File: config.mk
export PLATFORM = sky130hd
export DESIGN_NAME = control_change_event_detector
export DESIGN_NICKNAME = d
export VERILOG_FILES = /design/src/rtl/cced_pkg.sv /design/src/rtl/cced_state_mem.sv /design/src/rtl/cced_corrector.sv /design/src/rtl/control_change_event_detector.sv
export SDC_FILE = /design/constraint.sdc
export NUM_CORES = 2
export LEC_CHECK = 0
export BUFFER_PORTS_ARGS = -buffer_cell sky130_fd_sc_hd__buf_2
export CAP_MARGIN = 20
export CORE_UTILIZATION = 50
export DETAILED_ROUTE_END_ITERATION = 10
export GPL_ROUTABILITY_DRIVEN = 0
export PLACE_DENSITY = 0.66
export SLEW_MARGIN = 15
export SYNTH_ARGS = -nofsm -noshare
export SYNTH_HDL_FRONTEND = slang
export SYNTH_HIERARCHICAL = 1
export SYNTH_SLANG_ARGS = --single-unit
File: constraint.sdc
create_clock -name aclk -period 35.5 [get_ports aclk]
set_input_delay 1.775 -clock aclk [delete_from_list [all_inputs] [get_ports aclk]]
set_output_delay 1.775 -clock aclk [all_outputs]
set_load 0.05 [all_outputs]
File: src/rtl/cced_pkg.sv
// shared constants, types and helpers of the control change event detector
package cced_pkg;

    localparam int BUTTON_COUNT = 64;
    localparam int AXIS_COUNT   = 16;

    localparam int IDX_W     = 6;
    localparam int RAW_W     = 17;
    localparam int VAL_W     = 16;
    localparam int TIME_W    = 32;
    localparam int GAIN_W    = 21;
    localparam int KIND_W    = 2;
    localparam int CFG_IDX_W = 3;
    localparam int CFG_DATA_W = 21;

    localparam int CORR_SHIFT = 14;
    localparam int SAT_MAX    = 32767;
    localparam int DIFF_W     = RAW_W + 1;
    localparam int PROD_W     = GAIN_W + DIFF_W;
    localparam int SHIFTED_W  = PROD_W - CORR_SHIFT;

    localparam int IDX_SPAN   = 2 ** IDX_W;
    localparam int BTN_DEPTH  = (BUTTON_COUNT < IDX_SPAN) ? BUTTON_COUNT : IDX_SPAN;
    localparam int AXIS_DEPTH = (AXIS_COUNT < IDX_SPAN) ? AXIS_COUNT : IDX_SPAN;
    localparam int BTN_AW     = (BTN_DEPTH > 1) ? $clog2(BTN_DEPTH) : 1;
    localparam int AXIS_AW    = (AXIS_DEPTH > 1) ? $clog2(AXIS_DEPTH) : 1;
    localparam int RANGE_W    = IDX_W + 3;

    localparam logic [CFG_IDX_W-1:0] REG_CORR_KIND = 3'd0;
    localparam logic [CFG_IDX_W-1:0] REG_DEAD_LOW  = 3'd1;
    localparam logic [CFG_IDX_W-1:0] REG_DEAD_HIGH = 3'd2;
    localparam logic [CFG_IDX_W-1:0] REG_GAIN_LOW  = 3'd3;
    localparam logic [CFG_IDX_W-1:0] REG_GAIN_HIGH = 3'd4;
    localparam logic [CFG_IDX_W-1:0] REG_PRECISION = 3'd5;

    localparam logic [KIND_W-1:0] KIND_PASS = 2'd0;
    localparam logic [KIND_W-1:0] KIND_LINE = 2'd1;

    localparam logic MODE_BUTTON = 1'b0;
    localparam logic MODE_AXIS   = 1'b1;

    typedef struct packed {
        logic                    en;
        logic                    mode;
        logic [IDX_W-1:0]        idx;
        logic signed [RAW_W-1:0] raw;
    } mem_wr_t;

    function automatic logic btn_in_range(input logic [IDX_W-1:0] idx);
        return {3'b000, idx} < RANGE_W'(BUTTON_COUNT);
    endfunction

    function automatic logic axis_in_range(input logic [IDX_W-1:0] idx);
        return {3'b000, idx} < RANGE_W'(AXIS_COUNT);
    endfunction

    function automatic logic signed [VAL_W-1:0] sat_value(
        input logic signed [SHIFTED_W-1:0] r
    );
        logic signed [SHIFTED_W-1:0] hi;
        logic signed [SHIFTED_W-1:0] lo;
        logic signed [VAL_W-1:0]     res;
        hi = SHIFTED_W'(SAT_MAX);
        lo = -hi;
        if (r > hi) begin
            res = hi[VAL_W-1:0];
        end else if (r < lo) begin
            res = lo[VAL_W-1:0];
        end else begin
            res = r[VAL_W-1:0];
        end
        return res;
    endfunction

endpackage

File: src/rtl/cced_state_mem.sv
// button level and axis raw value memories with per-entry valid bits
module cced_state_mem
    import cced_pkg::*;
(
    input  logic                    aclk,
    input  logic                    aresetn,
    input  logic                    rd_en,
    input  logic                    rd_mode,
    input  logic [IDX_W-1:0]        rd_idx,
    input  mem_wr_t                 wr,
    output logic signed [RAW_W-1:0] rd_raw
);

    logic                    btn_mem [BTN_DEPTH];
    logic signed [RAW_W-1:0] axis_mem [AXIS_DEPTH];

    logic [BTN_DEPTH-1:0]  btn_vld_reg;
    logic [AXIS_DEPTH-1:0] axis_vld_reg;

    logic                    btn_rd_reg;
    logic                    btn_rd_vld_reg;
    logic signed [RAW_W-1:0] axis_rd_reg;
    logic                    axis_rd_vld_reg;
    logic                    rd_mode_reg;

    logic [BTN_AW-1:0]  btn_ra;
    logic [AXIS_AW-1:0] axis_ra;
    logic [BTN_AW-1:0]  btn_wa;
    logic [AXIS_AW-1:0] axis_wa;
    logic               btn_we;
    logic               axis_we;

    assign btn_ra  = btn_in_range(rd_idx) ? BTN_AW'(rd_idx) : '0;
    assign axis_ra = axis_in_range(rd_idx) ? AXIS_AW'(rd_idx) : '0;
    assign btn_wa  = BTN_AW'(wr.idx);
    assign axis_wa = AXIS_AW'(wr.idx);
    assign btn_we  = wr.en && (wr.mode == MODE_BUTTON) && btn_in_range(wr.idx);
    assign axis_we = wr.en && (wr.mode == MODE_AXIS) && axis_in_range(wr.idx);

    always_ff @(posedge aclk) begin
        if (btn_we) begin
            btn_mem[btn_wa] <= wr.raw[0];
        end
        if (axis_we) begin
            axis_mem[axis_wa] <= wr.raw;
        end
    end

    always_ff @(posedge aclk) begin
        if (!aresetn) begin
            btn_vld_reg  <= '0;
            axis_vld_reg <= '0;
        end else begin
            if (btn_we) begin
                btn_vld_reg[btn_wa] <= 1'b1;
            end
            if (axis_we) begin
                axis_vld_reg[axis_wa] <= 1'b1;
            end
        end
    end

    always_ff @(posedge aclk) begin
        if (rd_en) begin
            btn_rd_reg      <= btn_mem[btn_ra];
            btn_rd_vld_reg  <= btn_vld_reg[btn_ra];
            axis_rd_reg     <= axis_mem[axis_ra];
            axis_rd_vld_reg <= axis_vld_reg[axis_ra];
            rd_mode_reg     <= rd_mode;
        end
    end

    always_comb begin
        if (rd_mode_reg == MODE_AXIS) begin
            rd_raw = axis_rd_vld_reg ? axis_rd_reg : '0;
        end else begin
            rd_raw = {{(RAW_W-1){1'b0}}, btn_rd_vld_reg & btn_rd_reg};
        end
    end

endmodule

File: src/rtl/cced_corrector.sv
// two-stage broken-line axis correction with saturation
module cced_corrector
    import cced_pkg::*;
(
    input  logic                     aclk,
    input  logic                     en,
    input  logic [KIND_W-1:0]        corr_kind,
    input  logic signed [RAW_W-1:0]  dead_low,
    input  logic signed [RAW_W-1:0]  dead_high,
    input  logic signed [GAIN_W-1:0] gain_low,
    input  logic signed [GAIN_W-1:0] gain_high,
    input  logic signed [RAW_W-1:0]  value_in,
    output logic signed [VAL_W-1:0]  corr_out
);

    localparam logic [1:0] SEL_ZERO = 2'd0;
    localparam logic [1:0] SEL_PASS = 2'd1;
    localparam logic [1:0] SEL_MUL  = 2'd2;

    logic [1:0]               sel1_next;
    logic signed [GAIN_W-1:0] gain1_next;
    logic signed [DIFF_W-1:0] diff1_next;
    logic signed [DIFF_W-1:0] v_ext;

    logic [1:0]               sel1_reg;
    logic signed [RAW_W-1:0]  pass1_reg;
    logic signed [GAIN_W-1:0] gain1_reg;
    logic signed [DIFF_W-1:0] diff1_reg;

    logic signed [PROD_W-1:0] g_ext;
    logic signed [PROD_W-1:0] d_ext;
    logic signed [PROD_W-1:0] prod2_next;

    logic [1:0]               sel2_reg;
    logic signed [RAW_W-1:0]  pass2_reg;
    logic signed [PROD_W-1:0] prod2_reg;

    logic signed [SHIFTED_W-1:0] shifted;
    logic signed [SHIFTED_W-1:0] pass_ext;

    assign v_ext = {value_in[RAW_W-1], value_in};

    always_comb begin
        sel1_next  = SEL_ZERO;
        gain1_next = gain_low;
        diff1_next = v_ext - {dead_low[RAW_W-1], dead_low};
        if (corr_kind == KIND_PASS) begin
            sel1_next = SEL_PASS;
        end else if (corr_kind == KIND_LINE) begin
            if (value_in > dead_low) begin
                if (value_in < dead_high) begin
                    sel1_next = SEL_ZERO;
                end else begin
                    sel1_next  = SEL_MUL;
                    gain1_next = gain_high;
                    diff1_next = v_ext - {dead_high[RAW_W-1], dead_high};
                end
            end else begin
                sel1_next = SEL_MUL;
            end
        end
    end

    always_ff @(posedge aclk) begin
        if (en) begin
            sel1_reg  <= sel1_next;
            pass1_reg <= value_in;
            gain1_reg <= gain1_next;
            diff1_reg <= diff1_next;
        end
    end

    assign g_ext      = PROD_W'(gain1_reg);
    assign d_ext      = PROD_W'(diff1_reg);
    assign prod2_next = g_ext * d_ext;

    always_ff @(posedge aclk) begin
        if (en) begin
            sel2_reg  <= sel1_reg;
            pass2_reg <= pass1_reg;
            prod2_reg <= prod2_next;
        end
    end

    assign shifted  = prod2_reg[PROD_W-1:CORR_SHIFT];
    assign pass_ext = SHIFTED_W'(pass2_reg);

    always_comb begin
        unique case (sel2_reg)
            SEL_PASS: corr_out = sat_value(pass_ext);
            SEL_MUL:  corr_out = sat_value(shifted);
            default:  corr_out = '0;
        endcase
    end

endmodule

File: src/rtl/control_change_event_detector.sv
// top level: config registers, state read-modify-write pipeline and event output
//
// Takes one control sample per cycle while the output is not stalled; each sample
// is registered through stages s1, s2 and s3 and then the output register. The
// stored button levels and axis raw values sit in small synchronous memories
// read when a sample is accepted; the third stage decides the event and writes
// back, and the last three write-backs are forwarded to younger samples of the
// same control. Two correction pipelines (new and stored raw value) each hold
// one registered 21 x 18 multiply. After reset all stored values read as zero
// at once. Configuration may only be written while no sample is in flight.
module control_change_event_detector
    import cced_pkg::*;
(
    input  logic                  aclk,
    input  logic                  aresetn,
    input  logic                  s_tvalid,
    output logic                  s_tready,
    input  logic [55:0]           s_tdata,   // control_index, raw_value, tick_time, pad
    input  logic                  s_tuser,   // mode
    output logic                  m_tvalid,
    input  logic                  m_tready,
    output logic [55:0]           m_tdata,   // event_number, event_value, event_time, pad
    output logic                  m_tuser,   // event_kind
    input  logic                  cfg_wr_en,
    input  logic [CFG_IDX_W-1:0]  cfg_addr,
    input  logic [CFG_DATA_W-1:0] cfg_wdata
);

    typedef struct packed {
        logic                    vld;
        logic                    mode;
        logic [IDX_W-1:0]        idx;
        logic signed [RAW_W-1:0] raw;
        logic signed [VAL_W-1:0] corr;
    } hist_t;

    logic [KIND_W-1:0]        corr_kind_reg;
    logic signed [RAW_W-1:0]  dead_low_reg;
    logic signed [RAW_W-1:0]  dead_high_reg;
    logic signed [GAIN_W-1:0] gain_low_reg;
    logic signed [GAIN_W-1:0] gain_high_reg;
    logic signed [RAW_W-1:0]  precision_reg;

    logic adv;
    logic accept;

    logic [IDX_W-1:0]        in_idx;
    logic signed [RAW_W-1:0] in_raw;
    logic [TIME_W-1:0]       in_time;

    logic                    s1_vld_reg, s2_vld_reg, s3_vld_reg;
    logic                    s1_mode_reg, s2_mode_reg, s3_mode_reg;
    logic [IDX_W-1:0]        s1_idx_reg, s2_idx_reg, s3_idx_reg;
    logic signed [RAW_W-1:0] s1_raw_reg, s2_raw_reg, s3_raw_reg;
    logic [TIME_W-1:0]       s1_time_reg, s2_time_reg, s3_time_reg;
    logic signed [RAW_W-1:0] s2_cur_reg, s3_cur_reg;

    logic signed [RAW_W-1:0] rd_raw;
    logic signed [VAL_W-1:0] corr_new;
    logic signed [VAL_W-1:0] corr_cur;

    hist_t h0_reg, h1_reg, h2_reg;
    hist_t h0_next;

    logic signed [RAW_W-1:0]  cur_raw;
    logic signed [VAL_W-1:0]  cur_corr;
    logic signed [DIFF_W-1:0] diff;
    logic [DIFF_W-1:0]        abs_diff;
    logic                     prec_all;
    logic                     change_big;
    logic                     btn_emit;
    logic                     axis_emit;
    logic                     emit;
    mem_wr_t                  mem_wr;

    logic                    m_tvalid_reg, m_tvalid_next;
    logic                    m_kind_reg;
    logic [IDX_W-1:0]        m_number_reg;
    logic signed [VAL_W-1:0] m_value_reg, m_value_next;
    logic [TIME_W-1:0]       m_time_reg;

    assign adv      = !m_tvalid_reg || m_tready;
    assign s_tready = adv;
    assign accept   = s_tvalid && adv;

    assign in_idx  = s_tdata[IDX_W-1:0];
    assign in_raw  = s_tdata[IDX_W+RAW_W-1:IDX_W];
    assign in_time = s_tdata[IDX_W+RAW_W+TIME_W-1:IDX_W+RAW_W];

    // configuration
    always_ff @(posedge aclk) begin
        if (!aresetn) begin
            corr_kind_reg <= KIND_PASS;
            dead_low_reg  <= '0;
            dead_high_reg <= '0;
            gain_low_reg  <= GAIN_W'(16384);
            gain_high_reg <= GAIN_W'(16384);
            precision_reg <= '0;
        end else if (cfg_wr_en) begin
            unique case (cfg_addr)
                REG_CORR_KIND: corr_kind_reg <= cfg_wdata[KIND_W-1:0];
                REG_DEAD_LOW:  dead_low_reg  <= cfg_wdata[RAW_W-1:0];
                REG_DEAD_HIGH: dead_high_reg <= cfg_wdata[RAW_W-1:0];
                REG_GAIN_LOW:  gain_low_reg  <= cfg_wdata[GAIN_W-1:0];
                REG_GAIN_HIGH: gain_high_reg <= cfg_wdata[GAIN_W-1:0];
                REG_PRECISION: precision_reg <= cfg_wdata[RAW_W-1:0];
                default: ;
            endcase
        end
    end

    cced_state_mem u_mem (
        .aclk    (aclk),
        .aresetn (aresetn),
        .rd_en   (accept),
        .rd_mode (s_tuser),
        .rd_idx  (in_idx),
        .wr      (mem_wr),
        .rd_raw  (rd_raw)
    );

    cced_corrector u_corr_new (
        .aclk      (aclk),
        .en        (adv),
        .corr_kind (corr_kind_reg),
        .dead_low  (dead_low_reg),
        .dead_high (dead_high_reg),
        .gain_low  (gain_low_reg),
        .gain_high (gain_high_reg),
        .value_in  (s1_raw_reg),
        .corr_out  (corr_new)
    );

    cced_corrector u_corr_cur (
        .aclk      (aclk),
        .en        (adv),
        .corr_kind (corr_kind_reg),
        .dead_low  (dead_low_reg),
        .dead_high (dead_high_reg),
        .gain_low  (gain_low_reg),
        .gain_high (gain_high_reg),
        .value_in  (rd_raw),
        .corr_out  (corr_cur)
    );

    // pipeline valids
    always_ff @(posedge aclk) begin
        if (!aresetn) begin
            s1_vld_reg <= 1'b0;
            s2_vld_reg <= 1'b0;
            s3_vld_reg <= 1'b0;
        end else if (adv) begin
            s1_vld_reg <= s_tvalid;
            s2_vld_reg <= s1_vld_reg;
            s3_vld_reg <= s2_vld_reg;
        end
    end

    // pipeline payload
    always_ff @(posedge aclk) begin
        if (adv) begin
            s1_mode_reg <= s_tuser;
            s1_idx_reg  <= in_idx;
            s1_raw_reg  <= in_raw;
            s1_time_reg <= in_time;
            s2_mode_reg <= s1_mode_reg;
            s2_idx_reg  <= s1_idx_reg;
            s2_raw_reg  <= s1_raw_reg;
            s2_time_reg <= s1_time_reg;
            s2_cur_reg  <= rd_raw;
            s3_mode_reg <= s2_mode_reg;
            s3_idx_reg  <= s2_idx_reg;
            s3_raw_reg  <= s2_raw_reg;
            s3_time_reg <= s2_time_reg;
            s3_cur_reg  <= s2_cur_reg;
        end
    end

    // forwarding from write-backs newer than the memory read
    always_comb begin
        cur_raw  = s3_cur_reg;
        cur_corr = corr_cur;
        priority if (h0_reg.vld && h0_reg.mode == s3_mode_reg && h0_reg.idx == s3_idx_reg) begin
            cur_raw  = h0_reg.raw;
            cur_corr = h0_reg.corr;
        end else if (h1_reg.vld && h1_reg.mode == s3_mode_reg
                     && h1_reg.idx == s3_idx_reg) begin
            cur_raw  = h1_reg.raw;
            cur_corr = h1_reg.corr;
        end else if (h2_reg.vld && h2_reg.mode == s3_mode_reg
                     && h2_reg.idx == s3_idx_reg) begin
            cur_raw  = h2_reg.raw;
            cur_corr = h2_reg.corr;
        end
    end

    // event decision
    assign diff       = {s3_raw_reg[RAW_W-1], s3_raw_reg} - {cur_raw[RAW_W-1], cur_raw};
    assign abs_diff   = diff[DIFF_W-1] ? DIFF_W'(-diff) : DIFF_W'(diff);
    assign prec_all   = (precision_reg == -RAW_W'(1));
    assign change_big = $signed({1'b0, abs_diff})
                        > $signed({{2{precision_reg[RAW_W-1]}}, precision_reg});
    assign btn_emit   = btn_in_range(s3_idx_reg) && (s3_raw_reg[0] != cur_raw[0]);
    assign axis_emit  = axis_in_range(s3_idx_reg)
                        && ((prec_all && corr_new != '0)
                            || (change_big && corr_new != cur_corr));
    assign emit       = s3_vld_reg
                        && ((s3_mode_reg == MODE_AXIS) ? axis_emit : btn_emit);

    assign mem_wr.en   = adv && emit;
    assign mem_wr.mode = s3_mode_reg;
    assign mem_wr.idx  = s3_idx_reg;
    assign mem_wr.raw  = s3_raw_reg;

    assign h0_next.vld  = mem_wr.en;
    assign h0_next.mode = s3_mode_reg;
    assign h0_next.idx  = s3_idx_reg;
    assign h0_next.raw  = s3_raw_reg;
    assign h0_next.corr = corr_new;

    always_ff @(posedge aclk) begin
        if (!aresetn) begin
            h0_reg <= '0;
            h1_reg <= '0;
            h2_reg <= '0;
        end else if (adv) begin
            h0_reg <= h0_next;
            h1_reg <= h0_reg;
            h2_reg <= h1_reg;
        end
    end

    // output register
    assign m_tvalid_next = emit;
    assign m_value_next  = (s3_mode_reg == MODE_AXIS)
                           ? corr_new : {{(VAL_W-1){1'b0}}, s3_raw_reg[0]};

    always_ff @(posedge aclk) begin
        if (!aresetn) begin
            m_tvalid_reg <= 1'b0;
        end else if (adv) begin
            m_tvalid_reg <= m_tvalid_next;
        end
    end

    always_ff @(posedge aclk) begin
        if (adv) begin
            m_kind_reg   <= s3_mode_reg;
            m_number_reg <= s3_idx_reg;
            m_value_reg  <= m_value_next;
            m_time_reg   <= s3_time_reg;
        end
    end

    assign m_tvalid = m_tvalid_reg;
    assign m_tuser  = m_kind_reg;
    assign m_tdata  = {2'b00, m_time_reg, m_value_reg, m_number_reg};

    a_axis_sat: assert property (@(posedge aclk) disable iff (!aresetn)
        (m_tvalid && m_tuser == MODE_AXIS) |-> (m_tdata[21:6] != 16'h8000))
        else $error("axis event value outside saturation range");

    a_btn_level: assert property (@(posedge aclk) disable iff (!aresetn)
        (m_tvalid && m_tuser == MODE_BUTTON) |-> (m_tdata[21:7] == '0))
        else $error("button event value is not a level");

    a_axis_range: assert property (@(posedge aclk) disable iff (!aresetn)
        (m_tvalid && m_tuser == MODE_AXIS) |-> axis_in_range(m_tdata[5:0]))
        else $error("axis event for an axis beyond the table");

    a_wr_source: assert property (@(posedge aclk) disable iff (!aresetn)
        mem_wr.en |-> (s3_vld_reg && adv))
        else $error("state write without a sample in the decision stage");

    a_hist_track: assert property (@(posedge aclk) disable iff (!aresetn)
        mem_wr.en |=> (h0_reg.vld && m_tvalid))
        else $error("write-back not matched by forwarding entry and event");

endmodule

==> out/results.md <==
| Metric | Value |
| --- | --- |
| Sequential fraction of the synthesis area | 41.1% |
| Cell area after placement | 76700 sq um |
| Pin count of the biggest net entering global routing | 191 |
| Clock network power share | 30.3% |
| Cell with the most instances after synthesis | sky130_fd_sc_hd__nand2_1 |
| Cells after Synth | 6679 |
| Pins Over Slew Limit | 0 |
| FP Rows | 141 |
| Number of antenna violations at the first check in global routing | 13 |
| Post-layout nets | 7812 |
| Hpwl dp | 127 mm |
| Total of fill cells in the finished design | 12503 |
| Required time of the critical path | 35.93 ns |
| Clock root buffer | sky130_fd_sc_hd__clkbuf_16 |
| Share of async-settable or async-resettable flops after synthesis | 0% |
| Number of H-tree levels | 3 |
| Port bufs | 141 |
| Final Critical Period | 10.16 ns |
| Worst slew margin relative to its limit | 20.7% |
| Gate power share | 29.1% |
| Syn. warnings | 6 |
| Final ANT Viol Nets | 0 |
| Final design instance area without fill | 80500 sq um |
| PostCTS Resize Cnt | 0 |
| Number of flip-flops in the largest register | 272 |
| Std-Cell Core Area | 148000 sq um |
| Clock tree skew after final layout | 0.0649 ns |
| Gr usage total | 24.1% |
| Crit path kind | register to register |
| Count of maximum capacitance violations | 0 |
| Arrival time worst endpoint | 10.59 ns |
| Number of remaining DRC errors | 0 |
| Top flip-flop cell by instance count after synthesis | sky130_fd_sc_hd__edfxtp_1 |
| Final routed wire length divided by cell count | 20.5 um |
| Number of vias per cell | 5.58 |
| Avg Synthesized Cell Area | 11.1 sq um |
| Wire length of the first global-routing pass | 282 mm |
| TNS Setup | 0 ns |
| RSZ-0062 raised after global routing | false |
| Power per cell area | 49.4 nW/um^2 |
| Count of flip-flops with a built-in enable after synthesis | 818 |
| Vias in the first global route | 49569 |
| Die outline width | 388 um |
| # setup viols final | 0 |
| Buffer count from post-CTS setup fixing | 0 |
| Worst-margin pin slew | 1.19 ns |
| Net load switching power | 1.31 mW |
| Clock tree from TritonCTS | built |
| Total clock buffers created by CTS | 110 |
| CTS max path bufs | 3 |
| Status | finished clean |
| I/O pin count | 145 |
| Sw frac | 33.0% |
| Final wirelength | 178 mm |
| Most area-hungry cell type in the Yosys netlist | sky130_fd_sc_hd__edfxtp_1 |
| Relative contribution of sequential cells to total power | 40.6% |
| Min-delay worst type | register to register |
| Worst Setup SP | s3_idx_reg[5]$_DFFE_PN_ |
| Top cell type's share of synthesized area | 33.0% |
| Synthesis-stage register bit count | 1120 |
| Unique masters post-synth | 113 |
| Hold violation total from the final report | 0 |
| Final global-route overflow total | 0 |
| Worst VDD drop | 0.0000512 V |
| Final period util | 28.6% |
| Clock latency of the later-clocked register in the worst-skew pair | 0.74 ns |
| Clock transition at path regs | 0.06 ns |
| P_leak | 33.5 nW |
| Cell area after technology mapping | 74400 sq um |
| Initial Util | 50.4% |
| Worst setup EP type | register |
| Detailed-router iteration count before antenna repair | 6 |
| Synth top cells by count | 1001 x sky130_fd_sc_hd__nand2_1, 988 x sky130_fd_sc_hd__inv_1, 818 x sky130_fd_sc_hd__edfxtp_1 |
| Internal power | 2.67 mW |
| DRC marker count from the first detailed-route iteration | 3836 |
| Startpoint of the worst hold path | u_corr_cur/pass1_reg[15]$_DFFE_PP_ |
| Biggest area contributors in the synthesized netlist | sky130_fd_sc_hd__edfxtp_1 33%, sky130_fd_sc_hd__fa_1 20%, sky130_fd_sc_hd__dfxtp_1 8.1% |
| Highest net fanout along the worst path | 20 |
| Critical Path Start Type | register |
| Clk sinks | 1120 |
| Slowest library cell on the worst path | sky130_fd_sc_hd__nor2_2 |
| Launch instance of the worst register-to-register path | s3_idx_reg[5]$_DFFE_PN_ |
| Fraction of final layout cells sized beyond drive strength 1 | 8.79% |
| Area grow syn2layout | 8.25% |
| Number of buffers inserted for hold repair after clock tree synthesis | 0 |
| Maximum single-stage delay on the critical path | 0.82 ns |
| Achievable Freq | 98.4 MHz |
| Area enclosed by the die boundary | 150000 sq um |
| Overall die height | 388 um |
| Total number of vias | 48562 |
==> stage by stage <==
step                      power (mW)  cells  hold slack [ns]  setup WS, ns  utilization [%]
after floorplan                 2.45   6680            0.400         18.61                -
after global routing            4.22   8699            0.419         24.79             54.5
after detailed placement        2.79   8488            0.405         25.55             51.9
after CTS                       4.01   8697            0.403         25.49             54.5
final                           3.98   8705            0.412         25.34             54.5
after global placement          2.77   8486            0.400         25.50             51.9
==> final cells by class <==
type,instances,area (sq um),share of cell area [%]
antenna,6,15.0,0.0186
clock buffer,145,3110,3.86
clock inverter,64,691,0.858
inverter,988,3720,4.61
multi-input combinational,4238,38700,48.0
sequential,1120,30600,38.0
tap,1930,2410,3.00
timing repair buffer,214,1310,1.62
==> worst max-delay path, delay by kind of cell (launching register included) <==
family          cells  cell delay (ns)
buf+inv             2             0.82
mux                 2             0.65
compound gates     12             2.51
xor+xnor            3             0.60
fa+ha+maj           3             1.02
flops               1             0.77
simple gates        8             3.42
==> power by group through the flow <==
stage          sequential (mW)  clock, mW  combinational, mW
6_report                  1.62       1.21               1.16
5_1_grt                   1.62       1.28               1.31
2_1_floorplan             1.59          0              0.863
3_5_place_dp              1.64          0               1.15
4_1_cts                   1.61       1.23               1.16
3_3_place_gp              1.64          0               1.13
==> per-layer routing <==
metal | part of all wire [%] | routed length [um] | global-route usage, % | vias to the layer above
met3 | 6.1 | 10900 | 3.31 | 291
met1 | 43 | 76600 | 33.4 | 24684
li1 | - | - | - | 22073
met2 | 48 | 86100 | 39.8 | 1512
met5 | 0.011 | 19 | 0 | -
met4 | 2.5 | 4480 | 6.52 | 2
==> kinds of logic (layout without fill, tap and decap cells) <==
logic type / Yosys count / after routing / synth area share [%]
compound gates: 955 / 955 / 9.17
fa+ha+maj: 1054 / 1054 / 25.4
mux: 213 / 213 / 3.82
flops: 1120 / 1120 / 41.1
xor+xnor: 171 / 171 / 2.01
other cells: 1 / 8 / 0.00504
buf+inv: 1322 / 1411 / 7.00
simple gates: 1843 / 1843 / 11.5
==> path summary, 6_finish.rpt <==
check	cells past startpoint	slack, ns	end
min	0	0.41	u_corr_cur/pass2_reg[15]$_DFFE_PP_
max reg2reg	30	25.34	u_mem/axis_mem[13][9]$_DFFE_PP_
max	30	25.34	u_mem/axis_mem[13][9]$_DFFE_PP_
min reg2reg	0	0.41	u_corr_cur/pass2_reg[15]$_DFFE_PP_
==> placed cells by master (no fill, tap or decap), types with 130 or more instances in the layout <==
cell / count
sky130_fd_sc_hd__dfxtp_1: 302
sky130_fd_sc_hd__ha_1: 297
sky130_fd_sc_hd__a21boi_0: 227
sky130_fd_sc_hd__fa_1: 757
sky130_fd_sc_hd__nor2_1: 200
sky130_fd_sc_hd__edfxtp_1: 818
sky130_fd_sc_hd__nand2_1: 999
sky130_fd_sc_hd__o21ai_0: 130
sky130_fd_sc_hd__inv_1: 987
sky130_fd_sc_hd__and2_1: 270
sky130_fd_sc_hd__a21oi_1: 142
sky130_fd_sc_hd__buf_2: 140
Power figures use the tool's default switching activity.
